$ cat config.mk
export PLATFORM = sky130hd
export DESIGN_NAME = first_fit_extent_allocator
export DESIGN_NICKNAME = d
export VERILOG_FILES = /design/src/rtl/ffea_pkg.sv /design/src/rtl/first_fit_extent_allocator.sv /design/src/rtl/ffea_slot_table.sv /design/src/rtl/ffea_seq.sv
export VERILOG_INCLUDE_DIRS = /design/src /design/src/rtl
export SDC_FILE = /design/constraint.sdc
export NUM_CORES = 2
export LEC_CHECK = 0
export BUFFER_PORTS_ARGS = -buffer_cell sky130_fd_sc_hd__buf_2
export CORE_MARGIN = 2
export CORE_UTILIZATION = 50
export DETAILED_ROUTE_END_ITERATION = 10
export PLACE_DENSITY = 0.66
export REMOVE_ABC_BUFFERS = 1
export SLEW_MARGIN = 10
export SYNTH_ARGS = -nofsm -noshare
export SYNTH_HDL_FRONTEND = slang
export SYNTH_HIERARCHICAL = 1
export SYNTH_SLANG_ARGS = --single-unit
$ cat constraint.sdc
create_clock -name clk -period 9.6 [get_ports clk]
set_input_delay 2.4 -clock clk [delete_from_list [all_inputs] [get_ports clk]]
set_output_delay 2.4 -clock clk [all_outputs]
set_load 0.05 [all_outputs]
$ cat src/rtl/first_fit_extent_allocator_macros.svh
// ----------------------------------------------------------------------------
// first_fit_extent_allocator_macros
// Assertion macros for the extent allocator. Define ASSERT_OFF to drop them.
// ----------------------------------------------------------------------------
`ifndef FIRST_FIT_EXTENT_ALLOCATOR_MACROS_SVH
`define FIRST_FIT_EXTENT_ALLOCATOR_MACROS_SVH

`ifndef ASSERT_OFF

// plain property, checked at every rising edge outside reset
`define FFEA_ASSERT(lbl, clk, rstn, prop) \
	lbl: assert property (@(posedge clk) disable iff (!rstn) (prop)) \
		else $error("ffea: assertion failed");

// implication form: cons must hold whenever ante holds
`define FFEA_ASSERT_IMPL(lbl, clk, rstn, ante, cons) \
	lbl: assert property (@(posedge clk) disable iff (!rstn) (ante) |-> (cons)) \
		else $error("ffea: implication failed");

`else

`define FFEA_ASSERT(lbl, clk, rstn, prop)
`define FFEA_ASSERT_IMPL(lbl, clk, rstn, ante, cons)

`endif

`endif

$ cat src/rtl/ffea_pkg.sv
// ----------------------------------------------------------------------------
// ffea_pkg
// Types, codes and helpers shared by the extent allocator modules.
// ----------------------------------------------------------------------------
`timescale 1ns / 1ps
`default_nettype none

package ffea_pkg;

	localparam int SLOTS_DEF = 32;

	localparam logic [3:0] BLOCK_SHIFT_RST = 4'd9;

	// operation codes
	localparam logic [1:0] MODE_CREATE = 2'd0;
	localparam logic [1:0] MODE_GROW   = 2'd1;
	localparam logic [1:0] MODE_DELETE = 2'd2;
	localparam logic [1:0] MODE_NOP    = 2'd3;

	// result status codes
	localparam logic [1:0] ST_OK     = 2'd0;
	localparam logic [1:0] ST_UNUSED = 2'd1;
	localparam logic [1:0] ST_NOFREE = 2'd2;
	localparam logic [1:0] ST_NORUN  = 2'd3;

	// configuration register indexes
	localparam logic [1:0] CFG_DATA_START  = 2'd0;
	localparam logic [1:0] CFG_DATA_BLOCKS = 2'd1;
	localparam logic [1:0] CFG_BLOCK_SHIFT = 2'd2;

	typedef struct packed {
		logic [1:0]  mode;
		logic [4:0]  slot;
		logic [31:0] size_bytes;
	} ffea_cmd_t;

	typedef struct packed {
		logic [1:0]  status;
		logic [4:0]  slot_out;
		logic [31:0] run_start;
		logic [31:0] run_length;
		logic [31:0] free_count;
	} ffea_res_t;

	typedef struct packed {
		logic [31:0] data_start;
		logic [31:0] data_blocks;
		logic [3:0]  block_shift;
	} ffea_cfg_t;

	typedef struct packed {
		logic wr_en;
		logic used_set;
		logic used_clr;
	} ffea_tbl_cmd_t;

	// bytes to blocks, rounding up; zero bytes still takes one block
	function automatic logic [31:0] size_to_blocks(input logic [31:0] bytes,
			input logic [3:0] sh);
		logic [31:0] n;
		logic [31:0] mask;
		n    = bytes >> sh;
		mask = (32'd1 << sh) - 32'd1;
		if (bytes == 32'd0) begin
			return 32'd1;
		end
		return n + {31'd0, |(bytes & mask)};
	endfunction

endpackage

`default_nettype wire

$ cat src/rtl/first_fit_extent_allocator.sv
// ----------------------------------------------------------------------------
// first_fit_extent_allocator
// First-fit allocator of contiguous block runs over a table of slots.
// ----------------------------------------------------------------------------
// A request is taken when start is high and busy is low; its single result
// word sits on result for exactly one cycle with done high and must be taken
// then, as there is no way to hold it off. Delete goes through the PREP, OLD
// and FIN states before done; no-op and requests on an unused slot go through
// PREP and FIN. Create and grow run first-fit passes; each pass reads every
// slot of the table through its one read port, one slot a cycle, then goes
// through DRAIN, LIMIT and EVAL; a request runs from 1 to SLOTS + 1 passes
// (grow adds the OLD state to read the old run). Used flags live in flops and
// are cleared by reset at once, so no clearing pass is needed. Configuration
// writes are always ready and must only be issued while busy is low.
// ----------------------------------------------------------------------------
`timescale 1ns / 1ps
`default_nettype none

`include "first_fit_extent_allocator_macros.svh"

module first_fit_extent_allocator #(
	parameter int SLOTS = ffea_pkg::SLOTS_DEF
) (
	input  wire                    clk,
	input  wire                    arst_n,
	input  wire                    start,
	output logic                   busy,
	input  ffea_pkg::ffea_cmd_t    cmd,
	output logic                   done,
	output ffea_pkg::ffea_res_t    result,
	input  wire                    cfg_valid,
	output logic                   cfg_ready,
	input  wire  [1:0]             cfg_index,
	input  wire  [31:0]            cfg_data
);
	import ffea_pkg::*;

	localparam int IW = (SLOTS > 1) ? $clog2(SLOTS) : 1;
	localparam int PW = $clog2(SLOTS + 1);

	ffea_cfg_t     cfg_q;
	ffea_tbl_cmd_t tbl_cmd;
	logic [IW-1:0] tbl_waddr;
	logic [31:0]   tbl_wstart;
	logic [31:0]   tbl_wblocks;
	logic [IW-1:0] tbl_raddr;
	logic [31:0]   tbl_rstart;
	logic [31:0]   tbl_rblocks;
	logic          tbl_rused;
	logic [IW-1:0] tbl_qaddr;
	logic          tbl_qused;

	assign cfg_ready = 1'b1;

	always_ff @(posedge clk or negedge arst_n) begin
		if (!arst_n) begin
			cfg_q.data_start  <= 32'd0;
			cfg_q.data_blocks <= 32'd0;
			cfg_q.block_shift <= BLOCK_SHIFT_RST;
		end else if (cfg_valid && cfg_ready) begin
			case (cfg_index)
				CFG_DATA_START:  cfg_q.data_start  <= cfg_data;
				CFG_DATA_BLOCKS: cfg_q.data_blocks <= cfg_data;
				CFG_BLOCK_SHIFT: cfg_q.block_shift <= cfg_data[3:0];
				default: ;
			endcase
		end
	end

	ffea_seq #(
		.SLOTS (SLOTS),
		.IW    (IW),
		.PW    (PW)
	) u_seq (
		.clk         (clk),
		.arst_n      (arst_n),
		.cfg         (cfg_q),
		.start       (start),
		.cmd         (cmd),
		.busy        (busy),
		.done        (done),
		.result      (result),
		.tbl_cmd     (tbl_cmd),
		.tbl_waddr   (tbl_waddr),
		.tbl_wstart  (tbl_wstart),
		.tbl_wblocks (tbl_wblocks),
		.tbl_raddr   (tbl_raddr),
		.tbl_rstart  (tbl_rstart),
		.tbl_rblocks (tbl_rblocks),
		.tbl_rused   (tbl_rused),
		.tbl_qaddr   (tbl_qaddr),
		.tbl_qused   (tbl_qused)
	);

	ffea_slot_table #(
		.SLOTS (SLOTS),
		.IW    (IW)
	) u_table (
		.clk     (clk),
		.arst_n  (arst_n),
		.tbl_cmd (tbl_cmd),
		.waddr   (tbl_waddr),
		.wstart  (tbl_wstart),
		.wblocks (tbl_wblocks),
		.raddr   (tbl_raddr),
		.rstart  (tbl_rstart),
		.rblocks (tbl_rblocks),
		.rused   (tbl_rused),
		.qaddr   (tbl_qaddr),
		.qused   (tbl_qused)
	);

	// result word only appears once the sequencer is back to idle
	`FFEA_ASSERT_IMPL(a_done_idle, clk, arst_n, done, !busy)
	// an accepted word always starts work
	`FFEA_ASSERT(a_start_busy, clk, arst_n, (start && !busy) |=> busy)
	// one result word per request
	`FFEA_ASSERT(a_done_pulse, clk, arst_n, done |=> !done)
	// a create with no free slot reports no run
	`FFEA_ASSERT_IMPL(a_nofree_empty, clk, arst_n, done && (result.status == ST_NOFREE),
		(result.slot_out == 5'd0) && (result.run_length == 32'd0))

endmodule

`default_nettype wire

$ cat src/rtl/ffea_slot_table.sv
// ----------------------------------------------------------------------------
// ffea_slot_table
// Slot table: used flags in flops, start and length in a memory with one
// write port and one registered read port.
// ----------------------------------------------------------------------------
`timescale 1ns / 1ps
`default_nettype none

module ffea_slot_table #(
	parameter int SLOTS = 32,
	parameter int IW    = 5
) (
	input  wire                          clk,
	input  wire                          arst_n,
	input  ffea_pkg::ffea_tbl_cmd_t      tbl_cmd,
	input  wire  [IW-1:0]                waddr,
	input  wire  [31:0]                  wstart,
	input  wire  [31:0]                  wblocks,
	input  wire  [IW-1:0]                raddr,
	output logic [31:0]                  rstart,
	output logic [31:0]                  rblocks,
	output logic                         rused,
	input  wire  [IW-1:0]                qaddr,
	output logic                         qused
);
	import ffea_pkg::*;

	logic [31:0] start_mem  [SLOTS];
	logic [31:0] blocks_mem [SLOTS];
	logic [SLOTS-1:0] used_q;

	always_ff @(posedge clk or negedge arst_n) begin
		if (!arst_n) begin
			used_q <= '0;
		end else begin
			if (tbl_cmd.used_set) begin
				used_q[waddr] <= 1'b1;
			end else if (tbl_cmd.used_clr) begin
				used_q[waddr] <= 1'b0;
			end
		end
	end

	always_ff @(posedge clk) begin
		if (tbl_cmd.wr_en) begin
			start_mem[waddr]  <= wstart;
			blocks_mem[waddr] <= wblocks;
		end
		rstart  <= start_mem[raddr];
		rblocks <= blocks_mem[raddr];
		rused   <= used_q[raddr];
	end

	assign qused = used_q[qaddr];

endmodule

`default_nettype wire

$ cat src/rtl/ffea_seq.sv
// ----------------------------------------------------------------------------
// ffea_seq
// Request sequencer with the compare datapath: decodes a request,
// runs first-fit passes over the slot table and builds the result word.
// ----------------------------------------------------------------------------
`timescale 1ns / 1ps
`default_nettype none

module ffea_seq #(
	parameter int SLOTS = 32,
	parameter int IW    = 5,
	parameter int PW    = 6
) (
	input  wire                          clk,
	input  wire                          arst_n,
	input  ffea_pkg::ffea_cfg_t          cfg,
	input  wire                          start,
	input  ffea_pkg::ffea_cmd_t          cmd,
	output logic                         busy,
	output logic                         done,
	output ffea_pkg::ffea_res_t          result,
	output ffea_pkg::ffea_tbl_cmd_t      tbl_cmd,
	output logic [IW-1:0]                tbl_waddr,
	output logic [31:0]                  tbl_wstart,
	output logic [31:0]                  tbl_wblocks,
	output logic [IW-1:0]                tbl_raddr,
	input  wire  [31:0]                  tbl_rstart,
	input  wire  [31:0]                  tbl_rblocks,
	input  wire                          tbl_rused,
	output logic [IW-1:0]                tbl_qaddr,
	input  wire                          tbl_qused
);
	import ffea_pkg::*;

	localparam logic [3:0] S_IDLE   = 4'd0;
	localparam logic [3:0] S_PREP   = 4'd1;
	localparam logic [3:0] S_OLD    = 4'd2;
	localparam logic [3:0] S_SCAN   = 4'd3;
	localparam logic [3:0] S_DRAIN  = 4'd4;
	localparam logic [3:0] S_LIMIT  = 4'd5;
	localparam logic [3:0] S_EVAL   = 4'd6;
	localparam logic [3:0] S_COMMIT = 4'd7;
	localparam logic [3:0] S_FIN    = 4'd8;

	localparam logic [32:0] ADDR_TOP = {1'b1, 32'd0};

	logic [3:0]    state_q;
	logic [1:0]    mode_q;
	logic [4:0]    slot_q;
	logic [IW-1:0] slot_idx_q;
	logic [31:0]   need_q;
	logic [32:0]   cursor_q;
	logic [32:0]   end_q;
	logic [32:0]   nstart_q;
	logic [32:0]   nend_q;
	logic [32:0]   limit_q;
	logic          hit_q;
	logic [PW-1:0] pass_q;
	logic [IW-1:0] scan_idx_q;
	logic          vld_s1;
	logic [IW-1:0] idx_s1;
	logic          free_found_q;
	logic [IW-1:0] free_idx_q;
	logic [31:0]   old_start_q;
	logic [31:0]   old_blocks_q;
	logic [31:0]   owned_q;
	ffea_res_t     res_q;
	logic          done_q;

	logic [32:0] area_sum;
	logic [32:0] area_end;
	logic        slot_ok;
	logic [32:0] st_w;
	logic        take_w;
	logic [33:0] gap_w;
	logic        fit_w;

	assign area_sum = {1'b0, cfg.data_start} + {1'b0, cfg.data_blocks};
	assign area_end = area_sum[32] ? ADDR_TOP : area_sum;
	assign slot_ok  = ({27'd0, slot_q} < 32'(SLOTS));

	// compare unit: candidate test during scan, fit test at pass end
	assign st_w   = {1'b0, tbl_rstart};
	assign take_w = tbl_rused && (st_w >= cursor_q) && (!hit_q || (st_w < nstart_q));
	assign gap_w  = {1'b0, limit_q} - {1'b0, cursor_q};
	assign fit_w  = !gap_w[33] && (gap_w[32:0] >= {1'b0, need_q});

	assign busy   = (state_q != S_IDLE);
	assign done   = done_q;
	assign result = res_q;

	always_comb begin
		tbl_raddr        = (state_q == S_SCAN) ? scan_idx_q : slot_idx_q;
		tbl_qaddr        = slot_idx_q;
		tbl_waddr        = (mode_q == MODE_CREATE) ? free_idx_q : slot_idx_q;
		tbl_wstart       = cursor_q[31:0];
		tbl_wblocks      = need_q;
		tbl_cmd.wr_en    = (state_q == S_COMMIT);
		tbl_cmd.used_set = (state_q == S_COMMIT) && (mode_q == MODE_CREATE);
		tbl_cmd.used_clr = (state_q == S_OLD) && (mode_q == MODE_DELETE);
	end

	always_ff @(posedge clk or negedge arst_n) begin
		if (!arst_n) begin
			state_q      <= S_IDLE;
			done_q       <= 1'b0;
			vld_s1       <= 1'b0;
			hit_q        <= 1'b0;
			free_found_q <= 1'b0;
			pass_q       <= '0;
			scan_idx_q   <= '0;
			owned_q      <= 32'd0;
		end else begin
			done_q <= 1'b0;
			vld_s1 <= (state_q == S_SCAN);

			// returned table word from the previous scan address
			if (vld_s1) begin
				if (take_w) begin
					hit_q    <= 1'b1;
					nstart_q <= st_w;
					nend_q   <= st_w + {1'b0, tbl_rblocks};
				end
				if (!tbl_rused && !free_found_q) begin
					free_found_q <= 1'b1;
					free_idx_q   <= idx_s1;
				end
			end

			case (state_q)
				S_IDLE: begin
					if (start) begin
						mode_q     <= cmd.mode;
						slot_q     <= cmd.slot;
						slot_idx_q <= IW'(cmd.slot);
						need_q     <= size_to_blocks(cmd.size_bytes, cfg.block_shift);
						state_q    <= S_PREP;
					end
				end
				S_PREP: begin
					cursor_q     <= {1'b0, cfg.data_start};
					end_q        <= area_end;
					nstart_q     <= area_end;
					hit_q        <= 1'b0;
					pass_q       <= '0;
					scan_idx_q   <= '0;
					free_found_q <= 1'b0;
					case (mode_q)
						MODE_CREATE: begin
							state_q <= S_SCAN;
						end
						MODE_GROW, MODE_DELETE: begin
							if (slot_ok && tbl_qused) begin
								state_q <= S_OLD;
							end else begin
								res_q.status     <= ST_UNUSED;
								res_q.slot_out   <= slot_q;
								res_q.run_start  <= 32'd0;
								res_q.run_length <= 32'd0;
								state_q          <= S_FIN;
							end
						end
						default: begin
							res_q.status     <= ST_OK;
							res_q.slot_out   <= 5'd0;
							res_q.run_start  <= 32'd0;
							res_q.run_length <= 32'd0;
							state_q          <= S_FIN;
						end
					endcase
				end
				S_OLD: begin
					// registered read of the addressed slot lands here
					old_start_q  <= tbl_rstart;
					old_blocks_q <= tbl_rblocks;
					res_q.slot_out <= slot_q;
					if (mode_q == MODE_DELETE) begin
						owned_q          <= owned_q - tbl_rblocks;
						res_q.status     <= ST_OK;
						res_q.run_start  <= 32'd0;
						res_q.run_length <= 32'd0;
						state_q          <= S_FIN;
					end else if (need_q > tbl_rblocks) begin
						state_q <= S_SCAN;
					end else begin
						res_q.status     <= ST_OK;
						res_q.run_start  <= tbl_rstart;
						res_q.run_length <= tbl_rblocks;
						state_q          <= S_FIN;
					end
				end
				S_SCAN: begin
					idx_s1 <= scan_idx_q;
					if (scan_idx_q == IW'(SLOTS - 1)) begin
						scan_idx_q <= '0;
						state_q    <= S_DRAIN;
					end else begin
						scan_idx_q <= scan_idx_q + 1'b1;
					end
				end
				S_DRAIN: begin
					state_q <= S_LIMIT;
				end
				S_LIMIT: begin
					limit_q <= (nstart_q < end_q) ? nstart_q : end_q;
					state_q <= S_EVAL;
				end
				S_EVAL: begin
					if ((mode_q == MODE_CREATE) && !free_found_q) begin
						res_q.status     <= ST_NOFREE;
						res_q.slot_out   <= 5'd0;
						res_q.run_start  <= 32'd0;
						res_q.run_length <= 32'd0;
						state_q          <= S_FIN;
					end else if (fit_w) begin
						state_q <= S_COMMIT;
					end else if (!hit_q || (nend_q >= end_q) || (pass_q == PW'(SLOTS))) begin
						res_q.status <= ST_NORUN;
						if (mode_q == MODE_CREATE) begin
							res_q.slot_out   <= 5'd0;
							res_q.run_start  <= 32'd0;
							res_q.run_length <= 32'd0;
						end else begin
							res_q.slot_out   <= slot_q;
							res_q.run_start  <= old_start_q;
							res_q.run_length <= old_blocks_q;
						end
						state_q <= S_FIN;
					end else begin
						// next pass starts at the end of the nearest run
						cursor_q <= nend_q;
						nstart_q <= end_q;
						hit_q    <= 1'b0;
						pass_q   <= pass_q + 1'b1;
						state_q  <= S_SCAN;
					end
				end
				S_COMMIT: begin
					res_q.status     <= ST_OK;
					res_q.run_start  <= cursor_q[31:0];
					res_q.run_length <= need_q;
					if (mode_q == MODE_CREATE) begin
						owned_q        <= owned_q + need_q;
						res_q.slot_out <= 5'(free_idx_q);
					end else begin
						owned_q        <= owned_q - old_blocks_q + need_q;
						res_q.slot_out <= slot_q;
					end
					state_q <= S_FIN;
				end
				S_FIN: begin
					res_q.free_count <= (owned_q > cfg.data_blocks) ? 32'd0 :
						cfg.data_blocks - owned_q;
					done_q  <= 1'b1;
					state_q <= S_IDLE;
				end
				default: begin
					state_q <= S_IDLE;
				end
			endcase
		end
	end

endmodule

`default_nettype wire
# Word-level counts from Yosys, hierarchy flattened
# Memory sizes are Yosys's and may differ from the RTL's. A register that Yosys moved wholly into a read port is not among the register bits.
# Index checks and enable logic that the tools add are counted.
[totals]
register_bits = 533
ram_bits = 2048
input_bits = 77
out_inout_bits = 106
word_cells = 202
memories = 2
[memory_table]
columns = ["memory", "words", "word_bits", "rd", "rd_ports_with_merged_regs", "write_ports", "line", "rtl"]
rows = [
  ["u_table.blocks_mem", 32, 32, 1, 1, 1, "ffea_slot_table.sv:29", "logic [31:0] blocks_mem [SLOTS];"],
  ["u_table.start_mem", 32, 32, 1, 1, 1, "ffea_slot_table.sv:28", "logic [31:0] start_mem [SLOTS];"],
]
[op_classes]
addsub = 12
order_cmp = 11
n_eq_ne = 25
n_shift = 2
mux = 69
n_bitwise = 4
reduce_logical = 47
[ops]
columns = ["cell", "n"]
rows = [
  ["2-to-1 mux 33 bit", 10],
  ["2-to-1 mux 71 bit", 4],
  ["one-hot mux 71 bit (4 select lines)", 1],
  ["2-to-1 mux 32 bit", 6],
  ["one-hot mux 71 bit (2 select lines)", 1],
  ["one-hot mux 33 bit (2 select lines)", 2],
  ["2-to-1 mux 64 bit", 2],
  ["subtractor 32 bit", 3],
  ["2-to-1 mux 69 bit", 1],
  ["adder 32 x 32 -> 33 bit", 2],
  ["adder 32 bit", 2],
  ["AND 32 bit", 2],
  ["> comparator 32 bit", 2],
  ["one-hot mux 32 bit (2 select lines)", 1],
  ["subtractor 33 x 33 -> 34 bit", 1],
  [">= comparator 32 x 33 -> 1 bit", 1],
  [">= comparator 33 x 32 -> 1 bit", 1],
  [">= comparator 33 bit", 1],
  ["less-than comparator 32 x 33 -> 1 bit", 1],
  ["less-than comparator 33 bit", 1],
  ["adder 32 x 1 -> 32 bit", 1],
  ["logical NOT 32 bit", 1],
  ["2-to-1 mux 4 bit", 8],
  ["inverter 32 bit", 1],
  ["other kinds (45)", 114],
]

# Longest topological paths before layout
[logic_depth]
ltp_word = 10
depth_mapped = 27
ltp_nobuf = 26

# By module
# Netlist, hierarchy kept.
[modules_own_cells]
columns = ["mod", "instances", "cells_each", "area_per_inst_um2", "seq_area_each_um2"]
rows = [
  ["ffea_slot_table", 1, 3396, 79605.1, 63601.0],
  ["ffea_seq", 1, 3835, 36602.6, 12717.2],
  ["first_fit_extent_allocator", 1, 147, 2582.5, 1704.1],
]

# Least setup slack after synthesis
# No wires, ideal clock.
[synth_timing]
kind = "input-to-reg"
startpoint = "input arst_n"
endpoint = "register u_seq.old_blocks_q[0] (enable)"
t_arrival_ps = 8553
required_ps = 8956
slack_ps = 403
cell_stages = 2
path_buffers = 0
cell_sequence = "inv_1 nor4_1"
[synth_via]
elab_chain_cells = 1
[synth_rtl]
columns = ["item", "line", "rtl"]
rows = [
  ["from (decl)", "first_fit_extent_allocator.sv:25", "input wire arst_n,"],
  ["AND reduction 2 bit (no line)", "n/a", ""],
  ["to (signal assigned)", "ffea_seq.sv:175", "old_blocks_q <= tbl_rblocks;"],
  ["to (decl)", "ffea_seq.sv:65", "logic [31:0] old_blocks_q;"],
]
# No other way between the ends.
# A chain may end at the register's enable or synchronous reset.

# Final worst setup path
[layout_timing]
startpoint = "register u_seq.cursor_q[2]"
endpoint = "register u_seq.res_q, in the netlist u_seq/result[92] (enable)"
[layout_via]
elab_chain_cells = 5
word_cells_on_any_way = 6
[layout_rtl]
columns = ["item", "line", "rtl"]
rows = [
  ["from (decl)", "ffea_seq.sv:52", "logic [32:0] cursor_q;"],
  ["from (signal assigned)", "ffea_seq.sv:141", "cursor_q <= {1'b0, cfg.data_start};"],
  ["from (signal assigned)", "ffea_seq.sv:231", "cursor_q <= nend_q;"],
  ["subtractor 33 x 33 -> 34 bit (*)", "ffea_seq.sv:85", "assign gap_w = {1'b0, limit_q} - {1'b0, cursor_q};"],
  [">= comparator 33 x 32 -> 1 bit or logical NOT 1 bit (tied branches)", "ffea_seq.sv:86", "assign fit_w = !gap_w[33] && (gap_w[32:0] >= {1'b0, need_q});"],
  ["logical AND 1 bit (*)", "ffea_seq.sv:86", ""],
  ["inequality test 3 bit (no line) (*)", "n/a", ""],
  ["AND reduction 7 bit (no line) (*)", "n/a", ""],
  ["to (decl)", "ffea_seq.sv:67", "ffea_res_t res_q;"],
]
# Every way passes the cells marked *; elsewhere a longest branch is shown, timed or not.

==> results.json <==
{
  "met2_usage_pct": 48.2,
  "place_congestion": 0.947,
  "area_delta_synth_final_pct": 12.0,
  "routed-via-count": 73071,
  "clockRootBuffer": "clkbuf_16",
  "holdWs_ps": 411,
  "fp.dieH_microns": 491,
  "gr-usage-met3_pct": 5.74,
  "rows": 178,
  "status": "finished, final reports clean",
  "finalSetupTns_ps": 0,
  "final_area_sq_um": 133000,
  "finalCritPeriodShare_pct": 86.6,
  "multi_input_area_sq_um": 37700,
  "power_leakage_nw": 47.5,
  "arrival_ps": 8940,
  "cts_resized": 0,
  "hold_viol": 0,
  "busiest_layer": "met2",
  "post-cts-setup-buffers": 0,
  "maxSlewHeadroom_pct": 12.6,
  "grt_overflow_total": 0,
  "nets": 8250,
  "fin_ws_ps": 1280,
  "wl_per_cell_microns": 34.3,
  "fillers": 18159,
  "synth.most_common_cell": "edfxtp_1",
  "async_reset_ff_share_pct": 5.71,
  "clock_latency_ps": 950,
  "skew_ps": 76.4,
  "drc_errors": 0,
  "cts_tree": "built",
  "min_path_type": "reg2reg",
  "p_total_mw": 37.3,
  "core_sq_um": 236000,
  "syn_inst": 7378,
  "avgViaCountPerCell": 6.59,
  "regArea_sq_um": 78000,
  "h-tree-depth": 5,
  "yosysWarnings": 6,
  "cts_buffer_depth": 4,
  "p_int_mw": 24.6,
  "setup_viol": 0,
  "cts_buffers": 293,
  "comb_power_share_pct": 31.1,
  "initial_core_util_pct": 50.4,
  "grtUsageTotal_pct": 31.0,
  "rsz0062_at_grt": "false",
  "critPathMaxFanout": 34,
  "p_sw_mw": 12.7,
  "first_global_vias": 70674,
  "cts.clk_slew.worst_paths_ps": 60,
  "place.detailed.instances": 10564,
  "fp.dieArea_sq_um": 241000,
  "hold_buffers": 0,
  "dr.pass1.iters": 9,
  "synthFlopType": "edfxtp_1",
  "vdd_ir_drop_max_mv": 0.234,
  "port_buffers": 181,
  "cp.required_ps": 10220,
  "drtIter0Drc": 10310,
  "pin_count": 183,
  "placed_cell_area_sq_um": 124000,
  "endpoint_kind": "flip-flop",
  "antenna_found_initial": 25,
  "synth_top_cell_area_share_pct": 61.4,
  "power_frac_clock_pct": 29.2,
  "die_w_microns": 491,
  "grt_max_degree": 113,
  "syn_avg_cell_area_sq_um": 16.1,
  "cts_sinks": 2645,
  "criticalPathCategory": "reg2reg",
  "place_hpwl_microns": 236000,
  "synth_edf_count": 2429,
  "period_needed_ps": 8320,
  "maxCapViolations": 0,
  "grt_pass1_wl_microns": 529000,
  "grtUsageMet1_pct": 43.3,
  "ys_top_cells_by_count": "edfxtp_1 (2429), mux4_2 (545), ha_1 (426), inv_1 (407), nand2_1 (311)",
  "ys_ff_latch": 2645,
  "pwr-share-seq_pct": 39.7,
  "seq_area_frac_synth_pct": 65.7,
  "drive_gt1_share_pct": 19.4,
  "syn_area_sq_um": 119000,
  "ys_types": 107,
  "start_kind": "flip-flop",
  "max_freq_mhz": 120,
  "p_per_area_nw_per_um2": 281,
  "stdcell_count": 11083,
  "pre_cts_ws_ps": 1340,
  "final_util_pct": 56.5,
  "worstMarginPinSlew_ps": 1310,
  "netSwitchingFraction_pct": 34.0,
  "postRouteAntennaNets": 0,
  "finalMaxSlewViolations": 0,
  "synth_area_leaders": "edfxtp_1 (61%), mux4_2 (10%), ha_1 (4.5%)",
  "synth.largest_area_cell": "edfxtp_1",
  "routed_wl_microns": 380000
}
[cell usage in the layout (no fill, tap or decap), drive strengths merged, types with 64 or more instances in the layout]
cell    instances
nor3           81
o22ai         246
o21ai         275
a222oi         65
xor2           82
dfrtp         149
mux4          545
a21oi         283
dfxtp          65
edfxtp       2429
nor2          300
clkinv         80
nand4          64
nand2         312
ha            426
buf           373
nand3          93
mux2           95
inv           422
clkbuf        391
xnor2         129
a21o          173
nor4           73
mux2i         123
[logic make-up after synthesis]
family / synth area share [%]
flip-flops: 65.7
multiplexers: 12.3
other: 0.00316
AO/OA/AOI/OAI: 7.78
buffers and inverters: 2.93
adder cells (fa/ha/maj): 5.11
AND/OR/NAND/NOR: 4.64
XOR/XNOR: 1.56
[power by group through the flow]
stage | logic (mW) | registers, mW | clock network (mW)
after floorplan | 7.88 | 15.1 | 0
after global placement | 11.3 | 15.0 | 0
after detailed placement | 11.4 | 15.0 | 0
after CTS | 11.4 | 14.8 | 11.0
after global routing | 12.5 | 14.9 | 11.5
final | 11.6 | 14.8 | 10.9
[registers in the layout, indices dropped and copies added, names as in the netlist, 32 cells and up, named ones only]
signal              cells
u_seq/nend_q           33
u_seq/result          103
u_table/blocks_mem   1024
u_seq/owned_q          32
u_seq/nstart_q         33
u_seq/tbl_wblocks      32
u_seq/old_blocks_q     32
u_seq/old_start_q      32
u_table/start_mem    1024
u_seq/cursor_q         33
u_seq/limit_q          33
u_table/rblocks        32
cfg_q                  68
u_table/rstart         32
u_seq/end_q            33
[critical path, cell delays in order (launching register included)]
cell,delay [ps]
edfxtp_1,1100
inv_1,180
ha_1,390
o21ai_0,130
a21boi_0,270
o21ai_0,200
a21oi_1,340
nand2_1,80
a21boi_0,270
o21a_1,180
o21ai_0,140
nor2b_1,190
xnor2_1,170
ha_1,280
nand4_1,120
nor4_1,170
a221oi_1,330
o21ai_0,120
a21oi_1,440
o21ai_0,350
or3_1,440
o21a_2,250
a21oi_1,400
nor2_1,120
and3b_4,850
buf_4,380
[worst paths after layout]
kind	start	endpoint	slack (ps)	depth (start not counted)
hold reg to reg	u_seq/idx_s1[2]	u_seq/free_idx_q[2]	410	0
min in group asynchronous	arst_n	cfg_q[56]	1390	1
setup / recovery	u_seq/cursor_q[2]	u_seq/result[92]	1280	25
max in group asynchronous	arst_n	cfg_q[1]	6240	3
setup reg to reg	u_seq/cursor_q[2]	u_seq/result[92]	1280	25
hold / removal	u_seq/idx_s1[2]	u_seq/free_idx_q[2]	410	0
[layout make-up]
cell class | count | share of cell area, %
Inverter | 410 | 1.16
Antenna cell | 9 | 0.0169
Timing Repair Buffer | 374 | 1.96
Clock buffer | 390 | 6.04
Tap cell | 3150 | 2.96
Sequential cell | 2645 | 58.6
Multi-Input combinational cell | 3986 | 28.3
Clock inverter | 119 | 0.882
[per-layer routing]
layer | part of all wire (%) | vias to the layer above | wire length, microns
met5 | 0.011 | - | 41
met4 | 4.5 | 6 | 17100
met3 | 10 | 699 | 38600
met2 | 46 | 4399 | 176000
met1 | 39 | 37970 | 148000
li1 | - | 29997 | -
Note: power is estimated with default switching activity, not from simulation.
